<file path="config.mk">
export PLATFORM = sky130hd
export DESIGN_NAME = contactor_current_low_check
export DESIGN_NICKNAME = d
export VERILOG_FILES = /design/src/rtl/ccl_pkg.sv /design/src/rtl/contactor_current_low_check.sv
export SDC_FILE = /design/constraint.sdc
export NUM_CORES = 1
export LEC_CHECK = 0
export ABC_AREA = 1
export BUFFER_PORTS_ARGS = -buffer_cell sky130_fd_sc_hd__buf_2
export CAP_MARGIN = 20
export CELL_PAD_IN_SITES_DETAIL_PLACEMENT = 0
export CELL_PAD_IN_SITES_GLOBAL_PLACEMENT = 2
export CORE_MARGIN = 2
export CORE_UTILIZATION = 33
export CTS_CLUSTER_DIAMETER = 40
export DETAILED_ROUTE_END_ITERATION = 12
export GPL_ROUTABILITY_DRIVEN = 0
export GPL_TIMING_DRIVEN = 1
export PLACE_DENSITY_LB_ADDON = 0.2
export SYNTH_ARGS = -nofsm -noshare
export SYNTH_HDL_FRONTEND = slang
export SYNTH_SLANG_ARGS = --single-unit
</file>
<file path="constraint.sdc">
create_clock -name clk -period 4.2 [get_ports clk]
set_input_delay 0.84 -clock clk [delete_from_list [all_inputs] [get_ports clk]]
set_output_delay 0.84 -clock clk [all_outputs]
set_load 0.05 [all_outputs]
</file>
<file path="src/rtl/ccl_pkg.sv">
`timescale 1ns / 1ps

package ccl_pkg;

  localparam int SAMPLE_W      = 12;
  localparam int CONTACTOR_W   = 4;
  localparam int THRESHOLD_W   = 12;
  localparam int SPREAD_W      = 13;
  localparam int ATTEMPT_W     = 8;
  localparam int LIMIT_W       = THRESHOLD_W + CONTACTOR_W;
  localparam int CFG_INDEX_W   = 2;
  localparam int CFG_DATA_W    = 13;

  localparam int SAMPLES_PER_GROUP_DEFAULT = 8;
  localparam int ADC_BITS_DEFAULT          = 12;

  localparam logic [THRESHOLD_W-1:0] THRESHOLD_RESET = THRESHOLD_W'(100);
  localparam logic [SPREAD_W-1:0]    SPREAD_RESET    = SPREAD_W'(16);
  localparam logic [ATTEMPT_W-1:0]   ATTEMPTS_RESET  = ATTEMPT_W'(10);

  localparam logic CMD_START  = 1'b0;
  localparam logic CMD_SAMPLE = 1'b1;

  localparam logic [CFG_INDEX_W-1:0] CFG_THRESHOLD_CODE = 2'd0;
  localparam logic [CFG_INDEX_W-1:0] CFG_MAX_SPREAD     = 2'd1;
  localparam logic [CFG_INDEX_W-1:0] CFG_MAX_ATTEMPTS   = 2'd2;

  typedef enum logic [1:0] {
    OUTCOME_STABLE    = 2'd0,
    OUTCOME_EXHAUSTED = 2'd1,
    OUTCOME_CONV_FAIL = 2'd2
  } outcome_t;

  typedef struct packed {
    logic                   cmd;
    logic [CONTACTOR_W-1:0] contactors_closed;
    logic [SAMPLE_W-1:0]    sample;
    logic                   conversion_ok;
  } item_t;

  typedef struct packed {
    logic                current_low;
    outcome_t            outcome;
    logic [SAMPLE_W-1:0] stable_code;
  } result_t;

endpackage

</file>
<file path="src/rtl/contactor_current_low_check.sv">
`timescale 1ns / 1ps

// channel  | signals                          | payload
// ---------+----------------------------------+---------------------------
// item     | item_valid, item_stall           | item   (ccl_pkg::item_t)
// result   | result_valid, result_stall       | result (ccl_pkg::result_t)
// config   | cfg_write, cfg_index, cfg_data   | one register per write
//
// one item per cycle while item_stall is low; a result comes from the input
// register, then the result register holding the finished check.
// min/max update, spread compare and threshold multiply are combinational.
// rst is synchronous and resets control, stats and config, not iq/result.
// item_stall rises only when the input register is full and the held result
// is stalled, so one item is still taken while a result waits.

module contactor_current_low_check #(
  parameter int SAMPLES_PER_GROUP = ccl_pkg::SAMPLES_PER_GROUP_DEFAULT,
  parameter int ADC_BITS          = ccl_pkg::ADC_BITS_DEFAULT
) (
  input  logic                                clk,
  input  logic                                rst,
  input  logic                                item_valid,
  output logic                                item_stall,
  input  ccl_pkg::item_t                      item,
  output logic                                result_valid,
  input  logic                                result_stall,
  output ccl_pkg::result_t                    result,
  input  logic                                cfg_write,
  input  logic [ccl_pkg::CFG_INDEX_W-1:0]     cfg_index,
  input  logic [ccl_pkg::CFG_DATA_W-1:0]      cfg_data
);

  localparam int CODE_W = (ADC_BITS < ccl_pkg::SAMPLE_W) ? ADC_BITS : ccl_pkg::SAMPLE_W;
  localparam int GIDX_W = (SAMPLES_PER_GROUP > 2) ? $clog2(SAMPLES_PER_GROUP) : 1;
  localparam logic [GIDX_W-1:0] GROUP_LAST = GIDX_W'(SAMPLES_PER_GROUP - 1);

  logic [ccl_pkg::THRESHOLD_W-1:0] threshold_code;
  logic [ccl_pkg::SPREAD_W-1:0]    max_spread;
  logic [ccl_pkg::ATTEMPT_W-1:0]   max_attempts;

  logic                            iq_valid;
  ccl_pkg::item_t                  iq;

  logic                            busy, busy_next;
  logic [GIDX_W-1:0]               group_index, group_index_next;
  logic [CODE_W-1:0]               first_sample, first_sample_next;
  logic [CODE_W-1:0]               min_sample, min_sample_next;
  logic [CODE_W-1:0]               max_sample, max_sample_next;
  logic [ccl_pkg::ATTEMPT_W-1:0]   attempt_count, attempt_count_next;
  logic [ccl_pkg::CONTACTOR_W-1:0] contactor_count, contactor_count_next;

  logic                            advance;
  logic                            produce;
  ccl_pkg::result_t                result_next;

  logic [CODE_W-1:0]               code;
  logic [CODE_W-1:0]               spread;
  logic [ccl_pkg::CONTACTOR_W-1:0] scale;
  logic [ccl_pkg::LIMIT_W-1:0]     limit;
  logic [ccl_pkg::ATTEMPT_W-1:0]   attempt_inc;

  assign item_stall = iq_valid && result_valid && result_stall;
  assign advance    = iq_valid && !(result_valid && result_stall);

  always_ff @(posedge clk) begin
    if (rst) begin
      threshold_code <= ccl_pkg::THRESHOLD_RESET;
      max_spread     <= ccl_pkg::SPREAD_RESET;
      max_attempts   <= ccl_pkg::ATTEMPTS_RESET;
    end else if (cfg_write) begin
      case (cfg_index)
        ccl_pkg::CFG_THRESHOLD_CODE: threshold_code <= cfg_data[ccl_pkg::THRESHOLD_W-1:0];
        ccl_pkg::CFG_MAX_SPREAD:     max_spread     <= cfg_data[ccl_pkg::SPREAD_W-1:0];
        ccl_pkg::CFG_MAX_ATTEMPTS:   max_attempts   <= cfg_data[ccl_pkg::ATTEMPT_W-1:0];
        default: ;
      endcase
    end
  end

  always_ff @(posedge clk) begin
    if (rst) begin
      iq_valid <= 1'b0;
    end else if (item_valid && !item_stall) begin
      iq_valid <= 1'b1;
    end else if (advance) begin
      iq_valid <= 1'b0;
    end
  end

  always_ff @(posedge clk) begin
    if (item_valid && !item_stall) begin
      iq <= item;
    end
  end

  always_comb begin
    code   = iq.sample[CODE_W-1:0];
    scale  = (contactor_count == '0) ? ccl_pkg::CONTACTOR_W'(1) : contactor_count;
    attempt_inc = attempt_count + ccl_pkg::ATTEMPT_W'(1);

    busy_next            = busy;
    group_index_next     = group_index;
    first_sample_next    = first_sample;
    min_sample_next      = min_sample;
    max_sample_next      = max_sample;
    attempt_count_next   = attempt_count;
    contactor_count_next = contactor_count;
    produce              = 1'b0;
    result_next          = '0;

    // sample stats with the current transaction folded in
    if (group_index == '0) begin
      first_sample_next = code;
      min_sample_next   = code;
      max_sample_next   = code;
    end else begin
      if (code < min_sample) min_sample_next = code;
      if (code > max_sample) max_sample_next = code;
    end
    spread = max_sample_next - min_sample_next;
    limit  = ccl_pkg::LIMIT_W'(threshold_code) * ccl_pkg::LIMIT_W'(scale);

    if (iq.cmd == ccl_pkg::CMD_START) begin
      first_sample_next    = first_sample;
      min_sample_next      = min_sample;
      max_sample_next      = max_sample;
      contactor_count_next = iq.contactors_closed;
      group_index_next     = '0;
      attempt_count_next   = '0;
      busy_next            = 1'b1;
      if (max_attempts == '0) begin
        busy_next           = 1'b0;
        produce             = 1'b1;
        result_next.outcome = ccl_pkg::OUTCOME_EXHAUSTED;
      end
    end else if (!busy) begin
      first_sample_next = first_sample;
      min_sample_next   = min_sample;
      max_sample_next   = max_sample;
    end else if (!iq.conversion_ok) begin
      first_sample_next   = first_sample;
      min_sample_next     = min_sample;
      max_sample_next     = max_sample;
      busy_next           = 1'b0;
      group_index_next    = '0;
      produce             = 1'b1;
      result_next.outcome = ccl_pkg::OUTCOME_CONV_FAIL;
    end else if (group_index == GROUP_LAST) begin
      group_index_next = '0;
      if (ccl_pkg::SPREAD_W'(spread) < max_spread) begin
        busy_next               = 1'b0;
        produce                 = 1'b1;
        result_next.outcome     = ccl_pkg::OUTCOME_STABLE;
        result_next.stable_code = ccl_pkg::SAMPLE_W'(first_sample_next);
        result_next.current_low = ccl_pkg::LIMIT_W'(first_sample_next) <= limit;
      end else begin
        attempt_count_next = attempt_inc;
        if (attempt_inc >= max_attempts) begin
          busy_next           = 1'b0;
          produce             = 1'b1;
          result_next.outcome = ccl_pkg::OUTCOME_EXHAUSTED;
        end
      end
    end else begin
      group_index_next = group_index + GIDX_W'(1);
    end
  end

  always_ff @(posedge clk) begin
    if (rst) begin
      busy            <= 1'b0;
      group_index     <= '0;
      first_sample    <= '0;
      min_sample      <= '0;
      max_sample      <= '0;
      attempt_count   <= '0;
      contactor_count <= '0;
    end else if (advance) begin
      busy            <= busy_next;
      group_index     <= group_index_next;
      first_sample    <= first_sample_next;
      min_sample      <= min_sample_next;
      max_sample      <= max_sample_next;
      attempt_count   <= attempt_count_next;
      contactor_count <= contactor_count_next;
    end
  end

  always_ff @(posedge clk) begin
    if (rst) begin
      result_valid <= 1'b0;
    end else if (advance && produce) begin
      result_valid <= 1'b1;
    end else if (!result_stall) begin
      result_valid <= 1'b0;
    end
  end

  always_ff @(posedge clk) begin
    if (advance && produce) begin
      result <= result_next;
    end
  end

endmodule
</file>
== Word-level counts from Yosys, hierarchy flattened ==
Index checks and enable logic that the tools add are counted.
Widths: inputs -> output; s select.

* Equality and inequality tests: 8
* $add $sub $neg: 3
* Reductions and logical operators: 21
* Multiply operators: 1
* Bitwise operators: 1
* Mux-type cells: 43
* Div/mod/pow operators: 0
* $lt $le $gt $ge: 5
* Shifts and indexed selects: 0

{| class="wikitable"
|+ Operators by type and width
! cell !! count
|-
| $mux 12 || 7
|-
| $mux 8 || 5
|-
| $mux 1 || 22
|-
| $le 12x16->1 || 1
|-
| $mul 12x4->16 || 1
|-
| $mux 15 || 1
|-
| $mux 14 || 1
|-
| $lt 12x13->1 || 1
|-
| $gt 12x12->1 || 1
|-
| $lt 12x12->1 || 1
|-
| $mux 3 || 4
|-
| $sub 12x12->12 || 1
|-
| $reduce_and 2->1 || 5
|-
| $reduce_and 5->1 || 2
|-
| $add 8x1->8 const B || 1
|-
| $ge 8x8->1 || 1
|-
| $logic_not 8->1 || 1
|-
| $logic_and 1x1->1 || 6
|-
| $ne 2x1->1 const B || 3
|-
| $logic_not 4->1 || 1
|-
| $mux 2 || 2
|-
| $mux 4 || 1
|-
| $ne 2x2->1 const B || 2
|-
| $reduce_and 4->1 || 1
|-
| 9 further kinds || 10
|}

* Register bits: 120
* Bits in writable memories: 0
* Bits in latches: 0
* Bits in read-only memories: 0
* Memories kept: 0
* Input bits: 38

== Logic depth before layout (Yosys ltp) ==
Gate-level depths: netlist of the first run.

* Depth after elaboration: 12
* Gate-level depth with buffers: 36

== Least setup slack after synthesis of the first run ==
OpenSTA, ideal clock, no wires.

* Path type: register to register
* Start: register iq (netlist bit code[11])
* End: register result[0] (netlist name), enable pin
* Setup time: 0.359 ns
* Stages on the path, launching flop included: 30
* Arrival time: 4.122 ns
* Data required time: 3.841 ns
* Path buffers: 2
* Period minus slack after synthesis: 4.481 ns
* Path slack: -0.281 ns
* Cells stage by stage: edfxtp_1 > ha_1 > nand2_1 > inv_2 > nand2_2 > nor2_2 > nand4_1 > nand2_2 > nand2_4 > buf_6 > buf_2 > nand2_1 > o21ai_0 > ha_1 > nand2_1 > nor3_1 > inv_1 > nor2_1 > nand2_2 > nand4_1 > nand2_1 > ha_1 > a21oi_1 > a21oi_1 > o21bai_1 > nand2_1 > nand2_1 > o31ai_1 > nand2_1 > inv_1

* Longest elaborated chain between the ends: 11

{| class="wikitable"
|+ Ends and longest elaborated chain
! what !! RTL line !! source
|-
| start: declaration || contactor_current_low_check.sv:42 || <nowiki>ccl_pkg::item_t iq;</nowiki>
|-
| start signal: assignment || contactor_current_low_check.sv:92 || <nowiki>iq <= item;</nowiki>
|-
| $gt 12x12->1 / $lt 12x12->1 (equally long branches) || contactor_current_low_check.sv:118, contactor_current_low_check.sv:117 ||
|-
| $mux 12 (on tied branches) || contactor_current_low_check.sv:118, contactor_current_low_check.sv:117 ||
|-
| $mux 12 || contactor_current_low_check.sv:112 || <nowiki>if (group_index == '0) begin</nowiki>
|-
| $sub 12x12->12 (*) || contactor_current_low_check.sv:120 || <nowiki>spread = max_sample_next - min_sample_next;</nowiki>
|-
| $lt 12x13->1 (*) || contactor_current_low_check.sv:150 || <nowiki>if (ccl_pkg::SPREAD_W'(spread) < max_spread) begin</nowiki>
|-
| $mux 1 (*) || contactor_current_low_check.sv:150 ||
|-
| $mux 1 (*) || contactor_current_low_check.sv:148 || <nowiki>end else if (group_index == GROUP_LAST) begin</nowiki>
|-
| $mux 1 (*) || contactor_current_low_check.sv:140 || <nowiki>end else if (!iq.conversion_ok) begin</nowiki>
|-
| $mux 1 (*) || contactor_current_low_check.sv:136 || <nowiki>end else if (!busy) begin</nowiki>
|-
| $mux 1 (*) || contactor_current_low_check.sv:123 || <nowiki>if (iq.cmd == ccl_pkg::CMD_START) begin</nowiki>
|-
| $logic_and 1x1->1 (*) || contactor_current_low_check.sv:200 || <nowiki>if (advance && produce) begin</nowiki>
|-
| end signal: assignment || contactor_current_low_check.sv:201 || <nowiki>result <= result_next;</nowiki>
|-
| end: declaration || contactor_current_low_check.sv:27 || <nowiki>output ccl_pkg::result_t result,</nowiki>
|}

Mark *: on every way between the ends. The rest lies on a longest branch, timed or not.
A chain may end at the register's enable or synchronous reset.

== Final worst setup path of the first run ==
* Start: register iq (netlist bit code[6])
* End: register result[13] (netlist name), enable pin

The elaborated chain is that of the path after synthesis.

==> reports/summary.md, run 1 <==
The run gives 0.187 as the overall global routing resource usage. The library cells used most frequently in the layout, excluding fill and tap cells, are nand2_1, inv_1, buf_4, a21oi_1, dfxtp_1. The fraction of met3 tracks used by global routing is 0.0348, and the fraction of the yosys area taken by sequential cells is 0.324. The library cell contributing the largest single delay on the critical path is edfxtp_1.

Max-cap violations in this run came to 0. In this run, synthesis produced a sequential element count of 120. Synthesis produced a netlist whose cell count is 1143. Arrival time of the worst setup path: 4.73 ns.

The post-layout minimum cycle time was 4.57 ns. At the placement stage, the worst setup path has a slack of -0.439 ns. The share of the core filled with cells is 0.438. The tools report the capturing point of the worst reg2reg path as result[13]$_SDFFCE_PN0P_. The met2 usage in global routing is 0.323.

The netlist uses 43 different library cells. The path class of the tightest hold or removal check is register to register. STA classifies the critical path endpoint as a register.

Dividing the detail-routed wire length by the instance count gives 14.7 um. The worst supply voltage drop on vdd is 0.254 mV. In this run the core area contains 58 standard-cell rows. Height of the chip: 164 um.

The critical path is of the register to register type. The start point of the worst hold path was first_sample[3]$_SDFFE_PP0P_. No sink is reached through more buffers than the 2 on the longest clock path.

Detailed routing inserted a total of 7724 vias. Along the worst path, the maximum fanout reaches 6. The floorplan step defined a core boundary enclosing 25100 um2. The most frequent standard cell in the layout excluding fill and tap cells is nand2_1. The fraction of registers with async set/reset was 0; the number of detailed-routing iterations run before antenna repair was 5.

The final number of max-transition violations came out at 0. The die covers 26800 um2. The layer flagged by global routing as most heavily used is met2. The number of enable-type register cells in the synthesized netlist works out to 33. The logs give -0.37 ns for the reg-to-reg setup timing slack and 18.9 mm for the total half-perimeter wirelength after legalization and detailed placement. The analysis attributes to cell leakage a power of 5.53 nW.

For the TritonCTS buffer count, the log shows 17. The checks that failed: negative setup slack. Number of fill cells in the layout: 2694.

The worst register-to-register path begins at code[6]$_DFFE_PP_. The critical path starts at code[6]$_DFFE_PP_. The wire length of the first global-routing pass came out at 38.4 mm. Setup repair after global routing could not meet its margin everywhere. The die boundary width was 164 um.

In the synthesized netlist the dominant register cell turns out to be dfxtp_1. Dividing the synthesized area by the synthesized cell count gives 7.37 um2. For the effective utilization at floorplan, the log shows 0.336.

Following the worst setup path forward leads to its endpoint at result[13]$_SDFFCE_PN0P_. For the worst flop-to-flop path, the logic depth is 32. TritonCTS built the clock tree. Buffers inserted to repair hold after CTS numbered 0.

Summed over all layers, the routed wires come to 24.4 mm. When the netlist entered floorplanning its net count stood at 1287. The overall power after layout was 4.07 mW; the area growth from synthesis to layout was 30.5%. The worst setup path is launched from a register.

Clock-pin slew was measured on the worst setup and hold paths at 0.07 ns. The number of warnings reported in the yosys synthesis log is 0, and the DRC marker count from the first detailed-route iteration is 307. At the pin with the least slew margin, the transition time is 1.06 ns. The mapped netlist covers 8430 um2.

Count of buffers from port buffering: 54. Entering global routing, the biggest net connects 43 pins. The count of boundary I/O pins came out at 55. The mean number of vias per cell was 4.64. The met1 demand-to-capacity share in global routing was 0.240; the worst path required time was 4.35 ns.

The tools report the total congestion overflow after global routing as 0. The number of global-route vias before repair is 7525, and the final-report setup violation count is 38. The post-route fraction of the period consumed by the critical path is 1.09. For the total count of hold-check failures in the final report, the log shows 0. The net count of the finished layout is 1466.

In the routed design, unresolved DRC markers number 0. The number of antenna violations at the first check in global routing was 0. Counting stages on the worst path, the most repeated cell is nand2_2. The number of antenna diodes in the final layout is 0.

The tree is rooted in a clkbuf_16. The share of final-layout standard cells stronger than drive strength 1 is 0.243, and the deepest level of the CTS H-tree is 4. The flow ran to the end, but the final reports show violations. The achievable frequency is 219 MHz. The max-slew headroom at the worst pin was 0.291. Dividing total power by cell area gives a power density of 370 nW/um2.

In this run the remaining antenna-violating nets after routing total 0. Clock latency on the worst-skew pair, taken at its later pin, is 0.43 ns. The minimum setup slack in the final design is -0.374 ns, and the clock sink count is 120.

Clock skew on the completed layout was measured at 0.0124 ns. The biggest cell delay along the critical path is 0.41 ns.
## cell type report
| type | instances | area (um2) | share of cell area |
|---|---|---|---|
| Timing Repair Buffer | 194 | 1410 | 0.128 |
| Multi-Input combinational cell | 773 | 5030 | 0.457 |
| Clock inverter | 15 | 179 | 0.0163 |
| Clock buffer | 17 | 425 | 0.0387 |
| Tap cell | 330 | 413 | 0.0375 |
| Inverter | 216 | 815 | 0.0741 |
| Sequential cell | 120 | 2730 | 0.248 |
## what timing repair did
action                     CTS  global route
setup endpoints to repair   38            39
resized for setup           20            44
buffers inserted             9            11
pin swaps                   10            27
gates cloned                 1             2
## sequential cells by signal, summed over array words and instances (netlist names)
signal	flops
first_sample	12
min_sample	12
max_spread	13
group_index	3
max_attempts	8
threshold_code	12
iq	6
code	12
iq_valid	1
attempt_count	8
contactor_count	4
result_valid	1
max_sample	12
busy	1
result	15
## cells by family after synthesis
group / share of synthesized area
and+or+nand+nor: 0.211
buffers and inverters: 0.116
AOI/OAI and AO/OA: 0.151
DFF: 0.324
adders and majority gates: 0.175
xor gates and xnor gates: 0.0229
## routing by layer
metal | vias up | part of all wire
li1 | 4055 | -
met1 | 3565 | 0.47
met5 | - | 0
met2 | 84 | 0.49
met3 | 20 | 0.029
met4 | 0 | 0.013
## through the flow
stage,cell area (um2),std cells,hold WS (ns),setup TNS (ns)
6_report,11000,1665,0.451,-8.58
5_1_grt,11000,1665,0.477,-20.13
4_1_cts,10700,1655,0.453,-5.87
3_5_place_dp,9970,1613,0.443,-12.29
3_3_place_gp,9970,1613,0.437,-10.07
2_1_floorplan,8500,1143,0.425,-0.854
## report_power, final
part	internal [mW]	leakage (nW)	total [mW]	switching [mW]
logic	0.554	4.19	1.28	0.722
registers	1.23	1.05	1.26	0.0295
clock network	0.899	0.292	1.54	0.642
total	2.68	5.53	4.07	1.39
## worst max-delay path, delay by kind of cell, from the launching register on
| family | cells | cell delay (ns) |
|---|---|---|
| and+or+nand+nor | 18 | 1.73 |
| buffers and inverters | 6 | 0.78 |
| AOI/OAI and AO/OA | 5 | 0.77 |
| DFF | 1 | 0.41 |
| adders and majority gates | 3 | 0.62 |
## how the worst min path moves through the flow
stage | endpoint | cells past startpoint
global route | max_spread[7]$_SDFFE_PP0P_ | 2
CTS | first_sample[0]$_SDFFE_PP0P_ | 2
global placement | first_sample[0]$_SDFFE_PP0P_ | 2
detailed placement | first_sample[0]$_SDFFE_PP0P_ | 2
floorplan | first_sample[11]$_SDFFE_PP0P_ | 2
finish | first_sample[3]$_SDFFE_PP0P_ | 2
## synth_stat cells, types with 4 or more instances
master	n	area, um2
ha_1	86	1080
xor2_1	18	158
a211oi_1	12	90.1
o211ai_1	14	105
o21ai_1	4	20.0
clkbuf_1	27	101
o21ai_0	74	370
inv_1	213	800
nand2_2	25	156
nand3b_1	4	30.0
fa_1	20	400
nand4_1	12	75.1
nor2_1	76	285
nand3_2	5	50.1
dfxtp_1	87	1740
a31oi_1	5	31.3
xnor2_1	4	35.0
buf_2	4	20.0
nor3_1	7	35.0
edfxtp_1	33	991
a21oi_1	109	546
nand3_1	43	215
nand2_1	230	863
Note: power is estimated with default switching activity, not from simulation.
==> run 2: changes to the inputs <==
--- a/config.mk
+++ b/config.mk
@@ -17,6 +17,7 @@
 export GPL_ROUTABILITY_DRIVEN = 0
 export GPL_TIMING_DRIVEN = 1
 export PLACE_DENSITY_LB_ADDON = 0.2
+export RECOVER_POWER = 100
 export SYNTH_ARGS = -nofsm -noshare
 export SYNTH_HDL_FRONTEND = slang
 export SYNTH_SLANG_ARGS = --single-unit
==> reports/summary.md, run 2 (same netlist as run 1, synthesis figures left out) <==
The minimum setup slack in the final design was -0.371 ns; the mean number of vias per cell was 4.63. Across the routed clock network, the largest skew measured is 0.0114 ns. The largest single stage delay on the critical path is 0.41 ns. Kind of end point of the critical path: a register. The effective utilization at floorplan was 0.336; the switching power share of the total was 0.342. The run gives 2 as the number of buffers on the longest clock path. Once placement completed, the tool counted placed cells totaling 1613. Setup repair after global routing could not meet its margin everywhere. The final cell count without fillers is 1665, and the clock sink count is 120. The register with the most flip-flops in the layout has 15 of them. The flow ran to the end, but the final reports show violations.

The portion of total power attributed to combinational logic was 0.313; the area taken by flip-flops and latches was 2730 um2. The number of hold buffers added after CTS was 0. Total power for the finished layout comes to 4.07 mW. The library cells used most frequently in the layout, excluding fill and tap cells, are nand2_1, inv_1, buf_4, a21oi_1, dfxtp_1. The worst register-to-register path has a setup slack of -0.37 ns. The critical path class was register to register. Across all layers, the routed design uses 7709 vias.

Once detail routing completed, the nets flagged for antenna violations numbered 0. Summing all multi-input logic gate instances after layout gives 5020 um2. The tools report the startpoint type of the worst setup path as a register. The largest individual stage delay along the critical path comes from the cell edfxtp_1. Along the worst path, the maximum fanout reaches 6. The clock root buffer is clkbuf_16.

At the later pin of the worst-skew pair, clock insertion delay measures 0.43 ns. Buffers inserted during clock tree synthesis total 17. After detailed routing, the number of remaining DRC violations is 0.

Clock-pin slew was measured on the worst setup and hold paths at 0.07 ns. The logs give 58 for the number of cell rows and 0 for the total count of hold-check failures in the final report. The first routing iteration left 325 violations. The share of final-layout standard cells stronger than drive strength 1 is 0.223.

The final reports fail on max-capacitance violations, max-slew violations, negative setup slack. The worst path required time is 4.35 ns, and the number of detailed-routing iterations run before antenna repair is 5. The die is 164 um tall. For the pin with the worst max-slew slack, the measured transition is 2.28 ns.

The total wirelength of the detailed-routed design is 24.4 mm. The run gives 43 as the maximum number of pins on one net before global-route repair. The tools report the clock share of power as 0.378.

The logs give 7525 for the number of global-route vias before repair and 2710 for the number of fill cells in the layout. The area growth from synthesis to layout is 29.9%, and the count of buffers from port buffering is 54. The tools report the arrival time of the worst setup path as 4.72 ns. The logs give 0 for the antenna diode count and 0 for the total congestion overflow after global routing.

Leaving out fill and tap cells, the most frequent cell in the layout is nand2_1. The total half-perimeter wirelength after legalization and detailed placement came out at 18.9 mm. For the wire length of the first global-routing pass, the log shows 38.4 mm. The post-layout net count is 1466, and the post-route fraction of the period consumed by the critical path is 1.09. For the core region area, the log shows 25100 um2. After detailed routing, the average wire length per cell comes to 14.7 um.

The floorplan die area was 26800 um2. The run gives -0.523 as the max-slew headroom at the worst pin. After layout, the minimum clock period comes to 4.57 ns. Summed over all cells, the static leakage comes to 5.44 nW. The tools report the deepest level of the CTS H-tree as 4. The run gives 0.308 as the power share of the sequential group. The largest registers in the layout are result x15, max_spread x13. For the number of antenna violations at the first check in global routing, the log shows 0.

The count of boundary I/O pins is 55. Across the VDD grid, the largest voltage drop is 0.252 mV. The final number of max-transition violations is 41, and the max capacitance violation total is 1.

The register with the most flip-flops in the final layout is result. In this run the horizontal extent of the chip is 164 um. TritonCTS built the clock tree.

Internal power comes to 2.68 mW. The power dissipated by switching net loads was 1.39 mW. In this run the power density over the cells is 372 nW/um2. The most numerous cell type found on the critical path is nand2_2. The overall global routing resource usage is 0.187, and the achievable frequency is 219 MHz.

The class of the tightest hold or removal check is register to register. The final-report setup violation count came out at 37.
## run 2: changes by cell type in the layout (fill, tap and decap cells not counted)
cell / change
clkbuf_1: +25
buf_2: -21
buf_4: -5
clkbuf_2: +1
nor3_1: +1
nor3_2: -1
## run 2: final timing paths
path | from | cells past startpoint | endpoint
setup reg to reg | code[6]$_DFFE_PP_ | 32 | result[13]$_SDFFCE_PN0P_
hold reg to reg | first_sample[0]$_SDFFE_PP0P_ | 2 | first_sample[0]$_SDFFE_PP0P_
setup / recovery | code[6]$_DFFE_PP_ | 32 | result[13]$_SDFFCE_PN0P_
hold / removal | first_sample[0]$_SDFFE_PP0P_ | 2 | first_sample[0]$_SDFFE_PP0P_
## run 2: final cells by class
cell class | instances | share of cell area
Multi-Input combinational cell | 773 | 0.459
Sequential cell | 120 | 0.250
Timing Repair Buffer | 194 | 0.124
Inverter | 216 | 0.0744
Clock buffer | 17 | 0.0389
Tap cell | 330 | 0.0377
Clock inverter | 15 | 0.0163
## run 2: layer usage
metal  wire length, um  vias up  track usage
li1                  -     4056            -
met1             11600     3554        0.240
met2             12000       80        0.323
met3               590       19       0.0348
met4               308        0       0.0470
met5                 0        -            0
## run 2: what timing repair did
action | CTS | global route
endpoints found under the setup margin | 38 | 39
setup buffers | 9 | 11
gates cloned | 1 | 2
gates resized for setup | 20 | 44
pin swaps | 10 | 27
hold endpoints to repair | 0 | 0
## run 2: through the flow
step	cell area (um2)	setup TNS (ns)	util	hold slack, ns	worst slack (ns)
after CTS	10700	-5.87	0.427	0.453	-0.249
final	10900	-9.09	0.436	0.453	-0.371
after global routing	10900	-20.56	0.436	0.479	-0.700
after detailed placement	9970	-12.29	0.397	0.443	-0.439
after floorplan	8500	-0.854	-	0.425	-0.0569
after global placement	9970	-10.07	0.397	0.437	-0.375
## run 2: power groups by stage
stage	combinational (mW)	clock, mW	sequential (mW)
5_1_grt	1.44	1.62	1.26
6_report	1.27	1.54	1.26
2_1_floorplan	0.734	0	1.27
3_5_place_dp	1.16	0	1.28
4_1_cts	1.20	1.58	1.26
3_3_place_gp	1.15	0	1.28
## run 2: critical path: cells and delay by family, from the launching register on
family / cells / cell delay [ns]
AOI/OAI and AO/OA: 5 / 0.76
adders and majority gates: 3 / 0.62
buffers and inverters: 6 / 0.78
DFF: 1 / 0.41
and+or+nand+nor: 18 / 1.73
==> run 3: changes to the inputs <==
==> constraint.sdc (replaced) <==
create_clock -name clk -period 4.2 [get_ports clk]
set_input_delay 0.63 -clock clk [delete_from_list [all_inputs] [get_ports clk]]
set_output_delay 0.63 -clock clk [all_outputs]
set_load 0.05 [all_outputs]
==> reports/summary.md, run 3 (same netlist as run 1, synthesis figures left out) <==
The tools report the reg-to-reg critical path startpoint as code[11]$_DFFE_PP_. The maximum number of pins on one net before global-route repair was 43. The biggest cell delay along the critical path works out to 0.50 ns. TritonCTS built the clock tree. STA classifies the critical path endpoint as a register. The max capacitance violation total was 1. For the static power due to leakage, the log shows 5.42 nW. The largest registers in the layout are result x15, max_spread x13. For the clock sink count, the log shows 120.

In this run the clock root is driven by a clkbuf_16. The portion of total power attributed to combinational logic came out at 0.323. The H-tree generated during clock tree synthesis spans 4 levels. At the worst endpoint, the required time is 4.35 ns. For this run, the top clock speed supported by timing is 222 MHz. The switching power share of the total works out to 0.349.

Setup violations remaining at the end of the flow were counted as 38. The post-route fraction of the period consumed by the critical path is 1.07, and the total wirelength of the detailed-routed design is 24.4 mm. Setup repair after global routing could not meet its margin everywhere. The library cell used most frequently in the layout, excluding fill and tap cells, is nand2_1.

The min-delay analysis places its worst path in the category primary input to register. In the routed design, unresolved DRC markers number 0. The clock passes through at most 2 buffers. For the count of boundary I/O pins, the log shows 55.

The run gives 39.1 mm as the wire length of the first global-routing pass. The critical path class is register to register. The logs give 0 for the number of nets with antenna violations after routing and 5 for the number of detailed-routing iterations run before antenna repair. The logs give 0.180 mV for the worst supply voltage drop on vdd and 5100 um2 for the area used by multi-input combinational logic. Clock-pin slew was measured on the worst setup and hold paths at 0.07 ns. The die covers 26800 um2. The tools report the final number of max-transition violations as 41. The area growth from synthesis to layout is 30.6%, and the share of final-layout standard cells stronger than drive strength 1 is 0.228.

The mean number of vias per cell is 4.65. result holds more flip-flops than any other register. The tools report the number of cell rows as 58. Data on the critical path arrives at its endpoint at 4.65 ns. The overall global routing resource usage is 0.189, and the post-layout minimum cycle time is 4.50 ns. Counting the fill cells in the layout gives 2731. The run finished, with violations left. Detailed placement finished with a half-perimeter wire length of 18.8 mm. Post-layout net count: 1463. Library cell appearing most often on the critical path: nand2_2.

In this run the power density over the cells is 368 nW/um2. The most critical setup path has its startpoint at code[11]$_DFFE_PP_. Across the whole layout, storage elements account for 2730 um2. The final reports fail on max-capacitance violations, max-slew violations, negative setup slack. The library cell contributing the largest single delay on the critical path was edfxtp_1. Buffers placed on the I/O ports in this run total 54. For the total congestion overflow after global routing, the log shows 0.

The routed layout has 7728 vias. The hold path depth is 1, and the DRC marker count from the first detailed-route iteration is 351. The internal power is 2.64 mW, and the total count of hold-check failures in the final report is 0.

The total area inside the core boundary comes to 25100 um2. The setup TNS was -8.51 ns; the average wire per standard cell was 14.7 um. The logs give 0.438 for the share of the core filled with cells and 0.0148 ns for the worst-case clock skew.

The logs give 7462 for the number of global-route vias before repair and -0.631 for the max-slew headroom at the worst pin. The minimum setup slack in the final design came out at -0.295 ns. In this run the power spent charging and discharging nets is 1.42 mW. Number of antenna violations at the first check in global routing: 0. For the worst flop-to-flop path, the logic depth is 30. In this run the horizontal extent of the chip is 164 um. Start point of the worst hold path: item[17]. The library cells used most frequently in the layout, excluding fill and tap cells, are nand2_1, inv_1, buf_4, a21oi_1, dfxtp_1.

Clock latency on the worst-skew pair, taken at its later pin, is 0.43 ns. The die is 164 um tall. The clock share of power is 0.367, and the TritonCTS buffer count is 17. The tools report the startpoint type of the worst setup path as a register.

The tools report the effective utilization at floorplan as 0.336. The register with the most flip-flops in the layout has 15 of them. The power share of the sequential group is 0.310, and the transition time at the pin with the least slew margin is 2.45 ns. Along the worst path, the maximum fanout reaches 6. For the antenna diode count, the log shows 0.
## run 3: cell types whose count changed in the layout (fill, tap and decap cells not counted), moves of 2 or more
cell / change
a21boi_1: +2
nand2_4: -2
o21ai_1: -2
a21oi_2: +6
nand3_1: +2
nand3_2: -2
ha_4: +2
a21oi_1: -7
o21ai_4: +2
buf_4: -2
a21boi_0: -2
## run 3: critical path, delay by kind of cell, from the launching register on
| family | cells | cell delay [ns] |
|---|---|---|
| simple gates | 13 | 1.11 |
| compound gates | 6 | 0.97 |
| fa+ha+maj | 4 | 0.92 |
| buf+inv | 6 | 0.57 |
| flops | 1 | 0.50 |
| xor+xnor | 1 | 0.15 |
## run 3: timing repair
item / 4_1_cts / 5_1_grt
hold buffers: 0 / 0
pin swaps: 27 / 17
endpoints found under the setup margin: 37 / 39
resized for setup: 35 / 47
gates cloned: 2 / 0
setup buffers: 7 / 10
## run 3: power by group through the flow
stage	registers [mW]	clock network, mW	logic [mW]
finish	1.26	1.49	1.31
detailed placement	1.28	0	1.16
global placement	1.28	0	1.16
floorplan	1.27	0	0.734
global route	1.26	1.57	1.48
CTS	1.26	1.52	1.22
## run 3: stage by stage
step / hold slack (ns) / total power [mW] / setup slack (ns) / cell area, um2 / instances
6_report: 0.380 / 4.05 / -0.295 / 11000 / 1662
5_1_grt: 0.366 / 4.31 / -0.543 / 11000 / 1662
4_1_cts: 0.365 / 4.00 / -0.310 / 10800 / 1652
3_5_place_dp: 0.441 / 2.44 / -0.528 / 9950 / 1612
3_3_place_gp: 0.435 / 2.44 / -0.538 / 9950 / 1612
2_1_floorplan: 0.425 / 2.01 / -0.0569 / 8500 / 1143
## run 3: final timing paths
kind                                   end  slack [ns]
min reg2reg  first_sample[11]$_SDFFE_PP0P_        0.45
max reg2reg        result[5]$_SDFFCE_PN0P_       -0.30
max                result[5]$_SDFFCE_PN0P_       -0.30
min                       iq[17]$_DFFE_PP_        0.38
## run 3: final cells by class
class	count	share of cell area
inverters	216	0.0740
clock buffers	17	0.0387
repair buffers	192	0.124
clock inverters	15	0.0141
well taps	330	0.0375
flip-flops and latches	120	0.248
multi-input cells	772	0.464
## run 3: per-layer routing
| metal | wire length, um | up-vias | GRT usage |
|---|---|---|---|
| met3 | 615 | 15 | 0.0290 |
| met5 | 0 | - | 0 |
| met2 | 11800 | 91 | 0.321 |
| met1 | 11700 | 3570 | 0.251 |
| li1 | - | 4052 | - |
| met4 | 298 | 0 | 0.0467 |
